### config.mk
export PLATFORM = sky130hd
export DESIGN_NAME = lpef_div
export DESIGN_NICKNAME = d
export VERILOG_FILES = /design/src/design/lpef_pkg.sv /design/src/design/lpef_div.sv
export SDC_FILE = /design/constraint.sdc
export NUM_CORES = 2
export LEC_CHECK = 0
export ABC_AREA = 1
export BUFFER_PORTS_ARGS = -buffer_cell sky130_fd_sc_hd__buf_4
export CAP_MARGIN = 15
export CORE_ASPECT_RATIO = 0.7
export CORE_MARGIN = 2
export CORE_UTILIZATION = 55
export CTS_CLUSTER_DIAMETER = 50
export DETAILED_ROUTE_END_ITERATION = 8
export MAX_ROUTING_LAYER = met4
export PLACE_DENSITY = 0.71
export SLEW_MARGIN = 20
export SYNTH_ARGS = -nofsm -noshare
export SYNTH_HDL_FRONTEND = slang
export SYNTH_SLANG_ARGS = --single-unit
### constraint.sdc
create_clock -name clk -period 3.2 [get_ports clk]
set_input_delay 0 -clock clk [delete_from_list [all_inputs] [get_ports clk]]
set_output_delay 0 -clock clk [all_outputs]
set_load 0.01 [all_outputs]
### src/design/lpef_pkg.sv
`timescale 1ns / 1ps
`default_nettype none

package lpef_pkg;

  localparam int CW       = 20;          // coordinate width
  localparam int SQ_W     = 2 * CW;      // squares, x*z products, radius squared
  localparam int QW       = 32;          // Q1.30 angle words
  localparam int QF       = 30;          // fraction bits of the angle words
  localparam int PW       = CW + QW + 1; // one product of the rotation
  localparam int SW       = PW + 1;      // sum of two products
  localparam int DW       = SQ_W + 2;    // range squared
  localparam int LIM_W    = 19;          // range limit registers
  localparam int CFG_W    = 32;
  localparam int IDX_W    = 3;
  localparam int SQRT_LAT = CW;          // one root bit per stage
  localparam int DIV_LAT  = CW + 1;      // prepare stage plus one quotient bit per stage

  localparam logic signed [QW-1:0] Q_ONE   = QW'(64'd1 << QF);
  localparam logic signed [QW-1:0] Q_NEG   = -Q_ONE;
  localparam logic signed [QW-1:0] COS_RST = 32'sd1073739845;
  localparam logic signed [QW-1:0] SIN_RST = 32'sd2061437;
  localparam logic [LIM_W-1:0]     NEAR_RST = 19'd1024;
  localparam logic [LIM_W-1:0]     FAR_RST  = 19'd102400;
  localparam logic [CW-1:0]        Q_LIM   = CW'(1) << (CW - 1);

  typedef enum logic [IDX_W-1:0] {
    REG_ENABLE = 3'd0,
    REG_NEAR   = 3'd1,
    REG_FAR    = 3'd2,
    REG_COS    = 3'd3,
    REG_SIN    = 3'd4
  } cfg_reg_t;

  typedef struct packed {
    logic signed [CW-1:0] pos_x;
    logic signed [CW-1:0] pos_y;
    logic signed [CW-1:0] pos_z;
    logic [15:0]          intensity;
    logic                 cloud_end;
  } in_word_t;

  typedef struct packed {
    logic signed [CW-1:0] out_x;
    logic signed [CW-1:0] out_y;
    logic signed [CW-1:0] out_z;
    logic [15:0]          out_intensity;
    logic                 kept;
    logic                 out_end;
  } out_word_t;

  // point context carried down the pipeline
  typedef struct packed {
    logic signed [CW-1:0] x;
    logic signed [CW-1:0] y;
    logic signed [CW-1:0] z;
    logic [15:0]          intensity;
    logic                 cloud_end;
    logic                 pass;
    logic [SQ_W-1:0]      r2;
    logic [SQ_W-1:0]      xzm;
    logic                 xz_neg;
    logic [SQ_W-1:0]      yzm;
    logic                 yz_neg;
    logic [CW-1:0]        root;
  } pt_t;

endpackage

`default_nettype wire

### src/design/lpef_div.sv
`timescale 1ns / 1ps
`default_nettype none

// Pipelined rounded quotient mag / den, saturated at Q_LIM.
module lpef_div (
  input  logic                      clk,
  input  logic                      adv,
  input  logic [lpef_pkg::SQ_W-1:0] mag,
  input  logic [lpef_pkg::CW-1:0]   den,
  output logic [lpef_pkg::CW-1:0]   qmag
);
  import lpef_pkg::*;

  logic [SQ_W-1:0] rem_q [DIV_LAT];
  logic [CW-1:0]   q_q   [DIV_LAT];
  logic [CW-1:0]   den_q [DIV_LAT];
  logic            ovf_q [DIV_LAT];
  logic [SQ_W-1:0] num;

  // prepare: add half the divisor, flag quotients that need more bits
  assign num = mag + SQ_W'(den >> 1);

  always_ff @(posedge clk) begin
    if (adv) begin
      rem_q[0] <= num;
      q_q[0]   <= '0;
      den_q[0] <= den;
      ovf_q[0] <= num >= (SQ_W'(den) << CW);
    end
  end

  genvar k;
  generate
    for (k = 0; k < CW; k++) begin : g_step
      logic [SQ_W-1:0] dsh;
      logic            take;
      assign dsh  = SQ_W'(den_q[k]) << (CW - 1 - k);
      assign take = rem_q[k] >= dsh;
      always_ff @(posedge clk) begin
        if (adv) begin
          rem_q[k+1] <= take ? rem_q[k] - dsh : rem_q[k];
          q_q[k+1]   <= q_q[k] | (take ? (CW'(1) << (CW - 1 - k)) : '0);
          den_q[k+1] <= den_q[k];
          ovf_q[k+1] <= ovf_q[k];
        end
      end
    end
  endgenerate

  assign qmag = (ovf_q[DIV_LAT-1] || q_q[DIV_LAT-1] > Q_LIM) ? Q_LIM : q_q[DIV_LAT-1];

endmodule

`default_nettype wire

==> metrics <==
status=completed; Distinct cells, synth=63; Worst Hold Class=in2reg; pwr dens=846 nW/um^2; # DRC=0; post-DP HPWL=198000 um; critical path startpoint category=flop; Worst slew margin=38.2%; reg2reg end=rem_q[4][108]; final period utilization=98.4%; die width=466 um; H-tree depth=4; Worst Path Required=3740 ps; Non-Filler Instances=11603; Main synth FF type=edfxtp_1; post-synthesis cell area=82300 sq um; total grt overflow=0; Std-Cell Rows=118; final hold vios=0; Synth Instances=8944; clock slew at reported path FFs=70 ps; antenna violations before repair=15; Avg WL per Cell=21.4 um; Commonest cells post-synth=1908 x nand2_1, 1431 x edfxtp_1, 1220 x inv_1, 938 x nor2_1, 568 x a21oi_1; Mapped Nets=9465; Area Overhead vs Synth=13.6%; final WL=249000 um; critical path class=reg2reg; largest net degree at the start of global routing=124; critical path peak fanout=4; Final ANT Viol Nets=0; Post-synth ARST share=0%; worst hold start=mag[0]; worst slew pin tran=918 ps; Nets=10012; hold path depth=3; die height=328 um; Seq/Total Area, Yosys=52.2%; global-route wire length before repair=370000 um; clk_lat worst skew=820 ps; Via density=5.72; yosys warns=0; Setup crit end kind=flop; Worst R2R Start=den_q[4][20]; DR vias=66405; R2R setup slack=50 ps; CTS root buf=clkbuf_16; vias in the first global route=60529; Max Cap Viol=0; syn_area_per_cell=9.20 sq um; TNS Setup=0 ps; fin area=93500 sq um; clock sink count=1431; P_leak=0.0380 uW; top-count cell post-synth=nand2_1; initial DRC count=9092; Fmax achieved=317 MHz; layout cells sized above 1=9.20%; Hold Path End=rem_q[0][0]; Tot GR Track Use=33.1%; DRT Pass-1 Iters=7; VDD IR max=0.000646 V; Final min period=3150 ps; Final Skew=34.6 ps; Tot Pwr=79100 uW; DP Area=87500 sq um; die area=153000 sq um; #FFs+latches synth=1431; post-synth top area share=52.2%; WHS=77.2 ps; Arr. time, crit path=3690 ps; CTS tree=done; path depth of the worst reg2reg path=12; Yosys top cell by area=edfxtp_1; Longest Clk Path Bufs=3; Starting Density=55.5%; core area=148000 sq um; CTS Buf Count=154; dpl cells=11235; Max Slew Vio Count=0; RSZ-0062 raised after global routing=yes; Port-buffer cells=81; EDFF count, synth=1431; Filler Cells Inserted=12306; final setup vio count=0; Ports=82; ranking of synthesized cells by area=edfxtp_1 52%, nand2_1 8.7%, ha_1 6.7%, inv_1 5.6%, nor2_1 4.3%; RePlAce Congestion=1.02
logic make-up after synthesis:
group / Yosys count / synth area share [%]
xor+xnor: 379 / 4.03
buf+inv: 1334 / 6.46
fa+ha+maj: 459 / 7.16
compound gates: 1504 / 10.2
flops: 1431 / 52.2
simple gates: 3837 / 19.9
worst max-delay path: stages, from the launching register on:
cell and delay, ps:
edfxtp_1 410, ha_1 270, fa_1 420, inv_1 120
nand3_1 80, nand2_1 150, nand2_1 70, nand2_1 170
a21oi_1 130, o21ai_0 620, a21oi_1 250, nand3_1 120
o21ai_0 80
routing by layer:
metal,track usage (%),wire [um],up-vias,share of wire [%]
li1,-,-,31646,-
met1,51.4,117000,31149,47
met2,41.3,94500,3318,38
met3,10.6,32600,292,13
met4,6.75,4440,0,1.8
met5,-,0,-,0
sequential cells by signal, indices dropped and copies added (netlist names):
signal  count
ovf_q      21
den_q     400
q_q       210
rem_q     800
stage by stage:
step / setup slack [ps] / utilization [%]
CTS: 24.0 / 63.0
finish: 50.1 / 63.1
global route: -134 / 63.1
detailed placement: -205 / 59.0
floorplan: 455 / -
global placement: -233 / 59.0
worst max-delay path by stage:
stage | cells after the start | start | slack, ps | end
after global routing | 25 | den[1] | -130 | ovf_q[0][0]
after detailed placement | 24 | mag[0] | -200 | ovf_q[0][0]
after floorplan | 23 | mag[0] | 460 | ovf_q[0][0]
after global placement | 24 | mag[0] | -230 | ovf_q[0][0]
final | 12 | den_q[4][20] | 50 | rem_q[4][108]
after CTS | 7 | q_q[5][13] | 20 | qmag[13]
placed cells by master (no fill, tap or decap), types with 13 or more instances in the layout:
master	synthesis	final
o21ai_0	394	392
a21oi_1	568	566
nand2_1	1908	1907
o21ai_2	54	54
nand3_1	429	427
a21oi_2	39	41
a21boi_0	17	17
inv_2	26	25
buf_4	10	370
o21ai_1	234	236
clkinv_1	1	18
nor2_1	938	934
or2_2	55	55
xnor2_1	226	226
fa_1	20	19
clkinvlp_4	0	19
inv_1	1220	1220
nor3_1	142	141
edfxtp_1	1431	1431
nand4_1	152	152
a31oi_1	31	31
nand3b_1	43	43
bufinv_16	0	15
dlygate4sd3_1	0	77
nor2_2	15	20
nor4_1	82	81
clkbuf_16	0	157
buf_12	0	25
o21bai_1	35	35
a21o_1	51	51
xor2_1	153	153
o211ai_1	23	23
ha_1	439	439
clkinv_2	0	13
clkbuf_1	3	19
o21a_1	28	28
inv_6	0	13
power breakdown:
part | switching (uW) | internal [uW] | total [uW] | leakage, uW
sequential | 3130 | 25800 | 29000 | 0.0138
clock | 7890 | 10400 | 18300 | 0.00247
combinational | 20600 | 11300 | 31900 | 0.0217
total | 31600 | 47500 | 79100 | 0.0380
repair_timing:
item / in CTS / in global routing
resized for setup: 0 / 17
endpoints found under the setup margin: 0 / 25
hold endpoints to repair: 435 / 0
hold buffers: 77 / 0
buffers inserted: 0 / 2
cell type report:
type / count / area [sq um] / share of cell area, %
flip-flops and latches: 1431 / 43000 / 46.0
multi-input cells: 6180 / 34100 / 36.4
inverters: 1251 / 4710 / 5.04
repair buffers: 473 / 4080 / 4.36
clock buffers: 176 / 4000 / 4.28
well taps: 1980 / 2480 / 2.65
clock inverters: 102 / 1190 / 1.27
diodes: 10 / 25.0 / 0.0268
Note: power is estimated with default switching activity, not from simulation.
