==> src/design/lpef_pkg.sv <==
`timescale 1ns / 1ps
`default_nettype none

package lpef_pkg;

  localparam int CW       = 20;          // coordinate width
  localparam int SQ_W     = 2 * CW;      // squares, x*z products, radius squared
  localparam int QW       = 32;          // Q1.30 angle words
  localparam int QF       = 30;          // fraction bits of the angle words
  localparam int PW       = CW + QW + 1; // one product of the rotation
  localparam int SW       = PW + 1;      // sum of two products
  localparam int DW       = SQ_W + 2;    // range squared
  localparam int LIM_W    = 19;          // range limit registers
  localparam int CFG_W    = 32;
  localparam int IDX_W    = 3;
  localparam int SQRT_LAT = CW;          // one root bit per stage
  localparam int DIV_LAT  = CW + 1;      // prepare stage plus one quotient bit per stage

  localparam logic signed [QW-1:0] Q_ONE   = QW'(64'd1 << QF);
  localparam logic signed [QW-1:0] Q_NEG   = -Q_ONE;
  localparam logic signed [QW-1:0] COS_RST = 32'sd1073739845;
  localparam logic signed [QW-1:0] SIN_RST = 32'sd2061437;
  localparam logic [LIM_W-1:0]     NEAR_RST = 19'd1024;
  localparam logic [LIM_W-1:0]     FAR_RST  = 19'd102400;
  localparam logic [CW-1:0]        Q_LIM   = CW'(1) << (CW - 1);

  typedef enum logic [IDX_W-1:0] {
    REG_ENABLE = 3'd0,
    REG_NEAR   = 3'd1,
    REG_FAR    = 3'd2,
    REG_COS    = 3'd3,
    REG_SIN    = 3'd4
  } cfg_reg_t;

  typedef struct packed {
    logic signed [CW-1:0] pos_x;
    logic signed [CW-1:0] pos_y;
    logic signed [CW-1:0] pos_z;
    logic [15:0]          intensity;
    logic                 cloud_end;
  } in_word_t;

  typedef struct packed {
    logic signed [CW-1:0] out_x;
    logic signed [CW-1:0] out_y;
    logic signed [CW-1:0] out_z;
    logic [15:0]          out_intensity;
    logic                 kept;
    logic                 out_end;
  } out_word_t;

  // point context carried down the pipeline
  typedef struct packed {
    logic signed [CW-1:0] x;
    logic signed [CW-1:0] y;
    logic signed [CW-1:0] z;
    logic [15:0]          intensity;
    logic                 cloud_end;
    logic                 pass;
    logic [SQ_W-1:0]      r2;
    logic [SQ_W-1:0]      xzm;
    logic                 xz_neg;
    logic [SQ_W-1:0]      yzm;
    logic                 yz_neg;
    logic [CW-1:0]        root;
  } pt_t;

endpackage

`default_nettype wire

==> src/design/lpef_isqrt.sv <==
`timescale 1ns / 1ps
`default_nettype none

// Pipelined integer square root, one result bit per stage.
module lpef_isqrt (
  input  logic                      clk,
  input  logic                      adv,
  input  logic [lpef_pkg::SQ_W-1:0] val,
  output logic [lpef_pkg::CW-1:0]   root
);
  import lpef_pkg::*;

  localparam int RW = SQ_W + 1;

  logic [RW-1:0] rem_q [SQRT_LAT];
  logic [RW-1:0] res_q [SQRT_LAT];

  genvar k;
  generate
    for (k = 0; k < SQRT_LAT; k++) begin : g_stage
      logic [RW-1:0] rem_i, res_i, bitv, trial, rem_n, res_n;
      if (k == 0) begin : g_first
        assign rem_i = RW'(val);
        assign res_i = '0;
      end else begin : g_next
        assign rem_i = rem_q[k-1];
        assign res_i = res_q[k-1];
      end
      assign bitv  = RW'(1) << (2 * (SQRT_LAT - 1 - k));
      assign trial = res_i + bitv;
      always_comb begin
        if (rem_i >= trial) begin
          rem_n = rem_i - trial;
          res_n = (res_i >> 1) + bitv;
        end else begin
          rem_n = rem_i;
          res_n = res_i >> 1;
        end
      end
      always_ff @(posedge clk) begin
        if (adv) begin
          rem_q[k] <= rem_n;
          res_q[k] <= res_n;
        end
      end
    end
  endgenerate

  assign root = res_q[SQRT_LAT-1][CW-1:0];

endmodule

`default_nettype wire

==> config.mk <==
export PLATFORM = sky130hd
export DESIGN_NAME = lpef_isqrt
export DESIGN_NICKNAME = d
export VERILOG_FILES = /design/src/design/lpef_pkg.sv /design/src/design/lpef_isqrt.sv
export SDC_FILE = /design/constraint.sdc
export NUM_CORES = 1
export LEC_CHECK = 0
export BUFFER_PORTS_ARGS = -buffer_cell sky130_fd_sc_hd__buf_4
export CAP_MARGIN = 20
export CORE_UTILIZATION = 39
export DETAILED_ROUTE_END_ITERATION = 10
export REMOVE_ABC_BUFFERS = 1
export SYNTH_ARGS = -nofsm -noshare
export SYNTH_HDL_FRONTEND = slang
export SYNTH_SLANG_ARGS = --single-unit
==> constraint.sdc <==
create_clock -name clk -period 3.45 [get_ports clk]
set_input_delay 0.1725 -clock clk [delete_from_list [all_inputs] [get_ports clk]]
set_output_delay 0.1725 -clock clk [all_outputs]
set_load 0.01 [all_outputs]
==> results of run 1 <==
## layout make-up
type,count,area share (%)
clock buffer,114,4.84
clock inverter,74,1.54
inverter,275,1.92
multi-input combinational,2258,29.0
sequential,989,55.4
tap,1536,3.58
timing repair buffer,237,3.76
## cells in the mapped netlist (all sizes together) (11+ instances only)
| cell | number | area [µm²] |
|---|---|---|
| nand4b | 12 | 105 |
| mux2 | 29 | 327 |
| or3 | 29 | 181 |
| clkbuf | 50 | 188 |
| or4 | 45 | 342 |
| xor2 | 174 | 1520 |
| nor3 | 117 | 596 |
| nand3 | 47 | 235 |
| ha | 226 | 2830 |
| and2 | 14 | 87.6 |
| o21a | 40 | 300 |
| or2 | 12 | 75.1 |
| nand2 | 233 | 875 |
| a21o | 65 | 488 |
| a21oi | 172 | 861 |
| edfxtp | 989 | 29700 |
| a21boi | 11 | 82.6 |
| nor4b | 23 | 201 |
| nand3b | 11 | 82.6 |
| a31oi | 23 | 150 |
| a211oi | 12 | 90.1 |
| nor2b | 36 | 225 |
| nand2b | 52 | 325 |
| nor2 | 196 | 736 |
| nand4 | 51 | 319 |
| o31ai | 23 | 173 |
| xnor2 | 158 | 1380 |
| nor4 | 118 | 751 |
| inv | 274 | 1030 |
| o21ai | 196 | 981 |
## final timing paths
| path | startpoint | cells past startpoint | end | slack (ns) |
|---|---|---|---|---|
| setup / recovery | rem_q[7][11] | 11 | rem_q[7][72] | 0.17 |
| hold / removal | val[26] | 2 | rem_q[0][26] | 0.16 |
| setup reg to reg | rem_q[7][11] | 11 | rem_q[7][72] | 0.17 |
| hold reg to reg | rem_q[3][62] | 0 | rem_q[4][21] | 0.42 |
## power groups by stage
stage / combinational (W) / clock [W] / sequential (W)
CTS: 0.00524 / 0.0114 / 0.0160
global placement: 0.00512 / 0 / 0.0162
detailed placement: 0.00518 / 0 / 0.0162
finish: 0.00524 / 0.0111 / 0.0160
global route: 0.00587 / 0.0118 / 0.0161
floorplan: 0.00365 / 0 / 0.0158
## per-stage QoR
step           worst slack (ns)  area (µm²)
3_3_place_gp              0.118       49700
5_1_grt                  0.0190       53600
6_report                  0.170       53600
2_1_floorplan            -0.814       46200
3_5_place_dp              0.144       49700
4_1_cts                   0.101       53600
## metal layers
| metal | track usage [%] | wire length, µm | vias to the layer above |
|---|---|---|---|
| li1 | - | - | 14000 |
| met1 | 15.3 | 34600 | 13200 |
| met2 | 30.5 | 50900 | 443 |
| met3 | 2.32 | 2560 | 210 |
| met4 | 7.51 | 4360 | 0 |
| met5 | 0 | 0 | - |
## repair_timing
item | in CTS | in global routing
setup endpoints to repair | 0 | 17
hold buffers | 42 | 0
hold endpoints to repair | 83 | 0
resized for setup | 0 | 10
buffers inserted | 0 | 1
## cells by family (layout without fill, tap and decap cells)
| family | after synthesis | count (layout) | share of synthesized area [%] |
|---|---|---|---|
| buffers and inverters | 335 | 700 | 2.73 |
| flip-flops | 989 | 989 | 64.0 |
| adder cells (fa/ha/maj) | 226 | 226 | 6.09 |
| other | 1 | 1 | 0.00808 |
| AND/OR/NAND/NOR | 1029 | 1029 | 11.7 |
| AO/OA/AOI/OAI | 631 | 631 | 8.36 |
| XOR/XNOR | 332 | 332 | 6.26 |
| multiplexers | 39 | 39 | 0.919 |
## critical path, delay by kind of cell, from the launching register on
family | cells | cell delay (ns)
adder cells (fa/ha/maj) | 1 | 0.31
flip-flops | 1 | 0.39
XOR/XNOR | 1 | 0.10
AND/OR/NAND/NOR | 7 | 1.88
buffers and inverters | 2 | 0.35
## flip-flops by register name (all words and copies together), names as in the netlist
register / flops
res_q: 210
rem_q: 779
==> flow_summary.ini, run 1 <==
[floorplanning]
die_area_um2 = 120000
die_w_um = 347
io_pins = 62
die_h_um = 347
rows = 126
core_um2 = 118000
start_util_pct = 39.3

[cells_and_area]
layout-drive-gt1-share_pct = 10.8
multi_input_area_um2 = 15500
final_cell_mix = edfxtp_1 (989), inv_1 (274), nand2_1 (233)
layout_commonest_cell = edfxtp_1
seq_area_um2 = 29700
n_antenna_cell = 0
layout.cells.non_filler = 5483
syn_to_final_growth_pct = 15.5
nNetsFinal = 4131
fillers = 10500
post-route-util_pct = 45.4

[logic_synthesis]
netlist_area_um2 = 46400
synth_seq_area_share_pct = 64.0
ys_ff_latch = 989
synthCells = 3582
ys_types = 76
async_reset_ff_share_pct = 0
ys.flop_type = edfxtp_1
synth_edf_count = 989
yosysWarnings = 0
avgSynthCellArea_um2 = 13.0

[timing]
clock.fmax_ghz = 0.305
fin_crit_ns = 3.28
rsz0062_at_grt = false
setup_viol = 0
relSlewSlack_pct = 26.5
finalClockSkew_ns = 0.0532
setup_tns_ns = 0
period_share_pct = 95.1
holdWs_ns = 0.161
drv_slew = 0
worst_pin_slew_ns = 1.10
hold_violations = 0

[clock_tree]
cts_max_level = 3
clkLatencyLatePin_ns = 0.72
clock_sinks = 989
cts_tree = done
clk_pin_slew_worst_paths_ns = 0.06
cts_buffers = 102
clockBufferDepth = 3
cts_root_buffer = clkbuf_16

[drt]
drc = 0
vias = 27800
avgViaCountPerCell = 5.08
routed_wl_um = 92400
wl_per_cell_um = 16.9
antenna_left = 0
drt_iter0_markers = 1520
firstDrtPassIters = 5

[run_status]
outcome = finished, final reports clean

[global_routing]
grt_max_degree = 130
grt_usage_pct = 15.4
grt.overflow.total = 0
grt_pass1_vias = 28700
antenna_found_initial = 0
grt_pass1_wl_um = 147000

[power_and_ir_drop]
p_leak_nw = 20.1
netSwitchingPower_w = 0.00855
p_seq_share_pct = 49.5
p_total_w = 0.0323
p_clk_share_pct = 34.3
power.internal_w = 0.0237
swShare_pct = 26.5
power_density_nw_per_um2 = 601
pwr-share-comb_pct = 16.3
ir_drop_uv = 460

[worst_setup_path]
cp.arrival_ns = 3.70
crit_type = reg -> reg
critPathMaxFanout = 5
critPathMaxStageDelay_ns = 0.59
endpoint_kind = flip-flop
cp-start-kind = flip-flop
cp.required_ns = 3.88
crit_slowest_cell = or4b_2
cpMostUsedCell = buf_4
crit_chain = ha_1 -> or4b_2 -> nor4_1 -> buf_4 -> nand4_1 -> nand3_1 -> nor3_4 -> or4_1 -> buf_4 -> nor3_1 -> xor2_1

[placement]
portBuffers = 61
placedCellCount = 5252
place_hpwl_um = 68600
gp_congestion = 0.935

[min_path]
min_path_type = in -> reg

[flow_run]
max_cap_viol_count = 0
No activity file was read; power rests on OpenSTA's default activity.
==> run 2, diff against run 1 <==
- BUFFER_PORTS_ARGS: -buffer_cell sky130_fd_sc_hd__buf_4 -> unset
- DONT_BUFFER_PORTS: unset -> 1
==> run 2 against run 1 <==
Net effect:
- routed wire length down 0.24%
- sequential power about the same
- sequential share of layout area grew 0.44 points
- global-route usage down 0.088 points
- critical path depth is 1 lower
- non-clock buffer count is 67 lower
- clock skew decreased by 0.0045 ns
- design area fell by 0.80%
- maximum frequency decreased by 0.17%
- count of clock-buffer cells in the layout rose by 6
- cell count down 1.2%
==> flow_summary.ini, run 2 (synthesis results as in run 1) <==
[worst_setup_path]
cp-start-kind = flip-flop
cp.required_ns = 3.87
cp_num_buf_inv = 2
cp.arrival_ns = 3.71
critPathTopFamily = compound AO/OA/AOI/OAI gates
crit_chain = ha_1 -> a21o_1 -> a211o_1 -> a2111oi_0 -> buf_4 -> o31ai_1 -> or4_1 -> buf_4 -> nor3_1 -> xor2_1
endpoint_kind = flip-flop
critPathMaxFanout = 3
crit_type = reg -> reg
crit_slowest_cell = or4_1
cpMostUsedCell = buf_4
critPathMaxStageDelay_ns = 0.60

[drt]
drc = 0
vias = 27600
wl_per_cell_um = 17.0
routed_wl_um = 92200
antenna_left = 0
avgViaCountPerCell = 5.09
drt_iter0_markers = 1652
firstDrtPassIters = 6

[cells_and_area]
layout.cells.non_filler = 5415
final_area_um2 = 53200
layout_commonest_cell = edfxtp_1
final_cell_mix = edfxtp_1 (989), inv_1 (274), nand2_1 (233)
n_antenna_cell = 0
post-route-util_pct = 45.1
largest_reg_flops = 779
fillers = 10500
top_register = rem_q
reg_top3 = rem_q (779), res_q (210)
syn_to_final_growth_pct = 14.6
nNetsFinal = 4063
layout-drive-gt1-share_pct = 8.79

[clock_tree]
clkLatencyLatePin_ns = 0.69
cts_root_buffer = clkbuf_16
clock_sinks = 989
cts_tree = done
clockBufferDepth = 3
cts_buffers = 101
clk_pin_slew_worst_paths_ns = 0.06
cts_max_level = 3

[floorplanning]
start_util_pct = 39.3
core_um2 = 118000
die_area_um2 = 120000
die_h_um = 347
io_pins = 62
rows = 126
die_w_um = 347

[timing]
holdWs_ns = 0.0265
clock.fmax_ghz = 0.304
period_share_pct = 95.2
hold_violations = 0
worst_pin_slew_ns = 0.916
fin_crit_ns = 3.29
drv_slew = 0
rsz0062_at_grt = false
finalClockSkew_ns = 0.0487
setup_viol = 0
setup_tns_ns = 0
relSlewSlack_pct = 38.0

[power_and_ir_drop]
ir_drop_uv = 576
p_leak_nw = 19.8
power_density_nw_per_um2 = 608

[global_routing]
grt_usage_pct = 15.3
grt_pass1_vias = 28500
antenna_found_initial = 0
grt_pass1_wl_um = 147000
grt_max_degree = 140
grt.overflow.total = 0

[placement]
place_area_um2 = 49300
gp_congestion = 0.895
placedCellCount = 5187
place_hpwl_um = 68000
portBuffers = 0

[min_path]
min_path_type = in -> reg

[run_status]
outcome = finished, final reports clean

[flow_run]
max_cap_viol_count = 0
==> run 2: cell count changes in the layout (fill, tap and decap cells not counted), moves of 2 or more <==
cell	change
bufinv_16	+3
inv_6	-2
clkinv_2	-13
buf_12	+4
clkinv_1	+7
clkinv_4	-3
buf_4	-70
clkbuf_1	+7
nor4_2	+2
nor4_1	-2
==> run 2: path summary, 6_finish.rpt <==
check,from,endpoint,slack [ns],cells past startpoint
max,rem_q[7][18],rem_q[7][74],0.16,10
min,adv,rem_q[3][27],0.03,1
max reg2reg,rem_q[7][18],rem_q[7][74],0.16,10
min reg2reg,rem_q[0][70],rem_q[1][29],0.41,0
==> run 2: metrics by stage <==
stage               setup slack (ns)  total power, W
global placement              0.0998          0.0212
finish                         0.165          0.0323
CTS                           0.0952          0.0327
detailed placement            0.0850          0.0213
global route                  0.0151          0.0339
floorplan                     -0.814          0.0195
==> run 2: worst reg2reg max path, delay by kind of cell, from the launching register on <==
family,cells,cell delay [ns]
AOI/OAI and AO/OA,4,1.03
xor gates and xnor gates,1,0.09
adders and majority gates,1,0.33
buffers and inverters,2,0.40
DFF,1,0.41
and+or+nand+nor,2,0.77
==> run 2: what timing repair did <==
action	4_1_cts	5_1_grt
setup buffers	0	0
hold buffers	41	0
endpoints found under the setup margin	0	8
hold endpoints to repair	41	0
resized for setup	0	7
==> run 2: power by group <==
group / internal [W] / leakage, nW / switching (W)
sequential: 0.0150 / 9.47 / 0.000964
combinational: 0.00228 / 8.66 / 0.00289
clock: 0.00655 / 1.65 / 0.00467
total: 0.0238 / 19.8 / 0.00853
==> run 2: routing by layer <==
layer  share of wire (%)  GRT usage, %  routed length [µm]  up-vias
met5                   0             0                   0        -
met3                 2.5          1.96                2310      176
met2                  56          31.0               51800      399
met4                 4.0          6.45                3660        0
met1                  37          15.3               34400    13100
li1                    -             -                   -    13900
==> run 2: final cells by class <==
cell class	count	area (µm²)	share of cell area (%)
clock buffer	120	2600	4.88
clock inverter	67	856	1.61
inverter	275	1030	1.94
multi-input combinational	2258	15500	29.2
sequential	989	29700	55.8
tap	1536	1920	3.61
timing repair buffer	170	1570	2.96
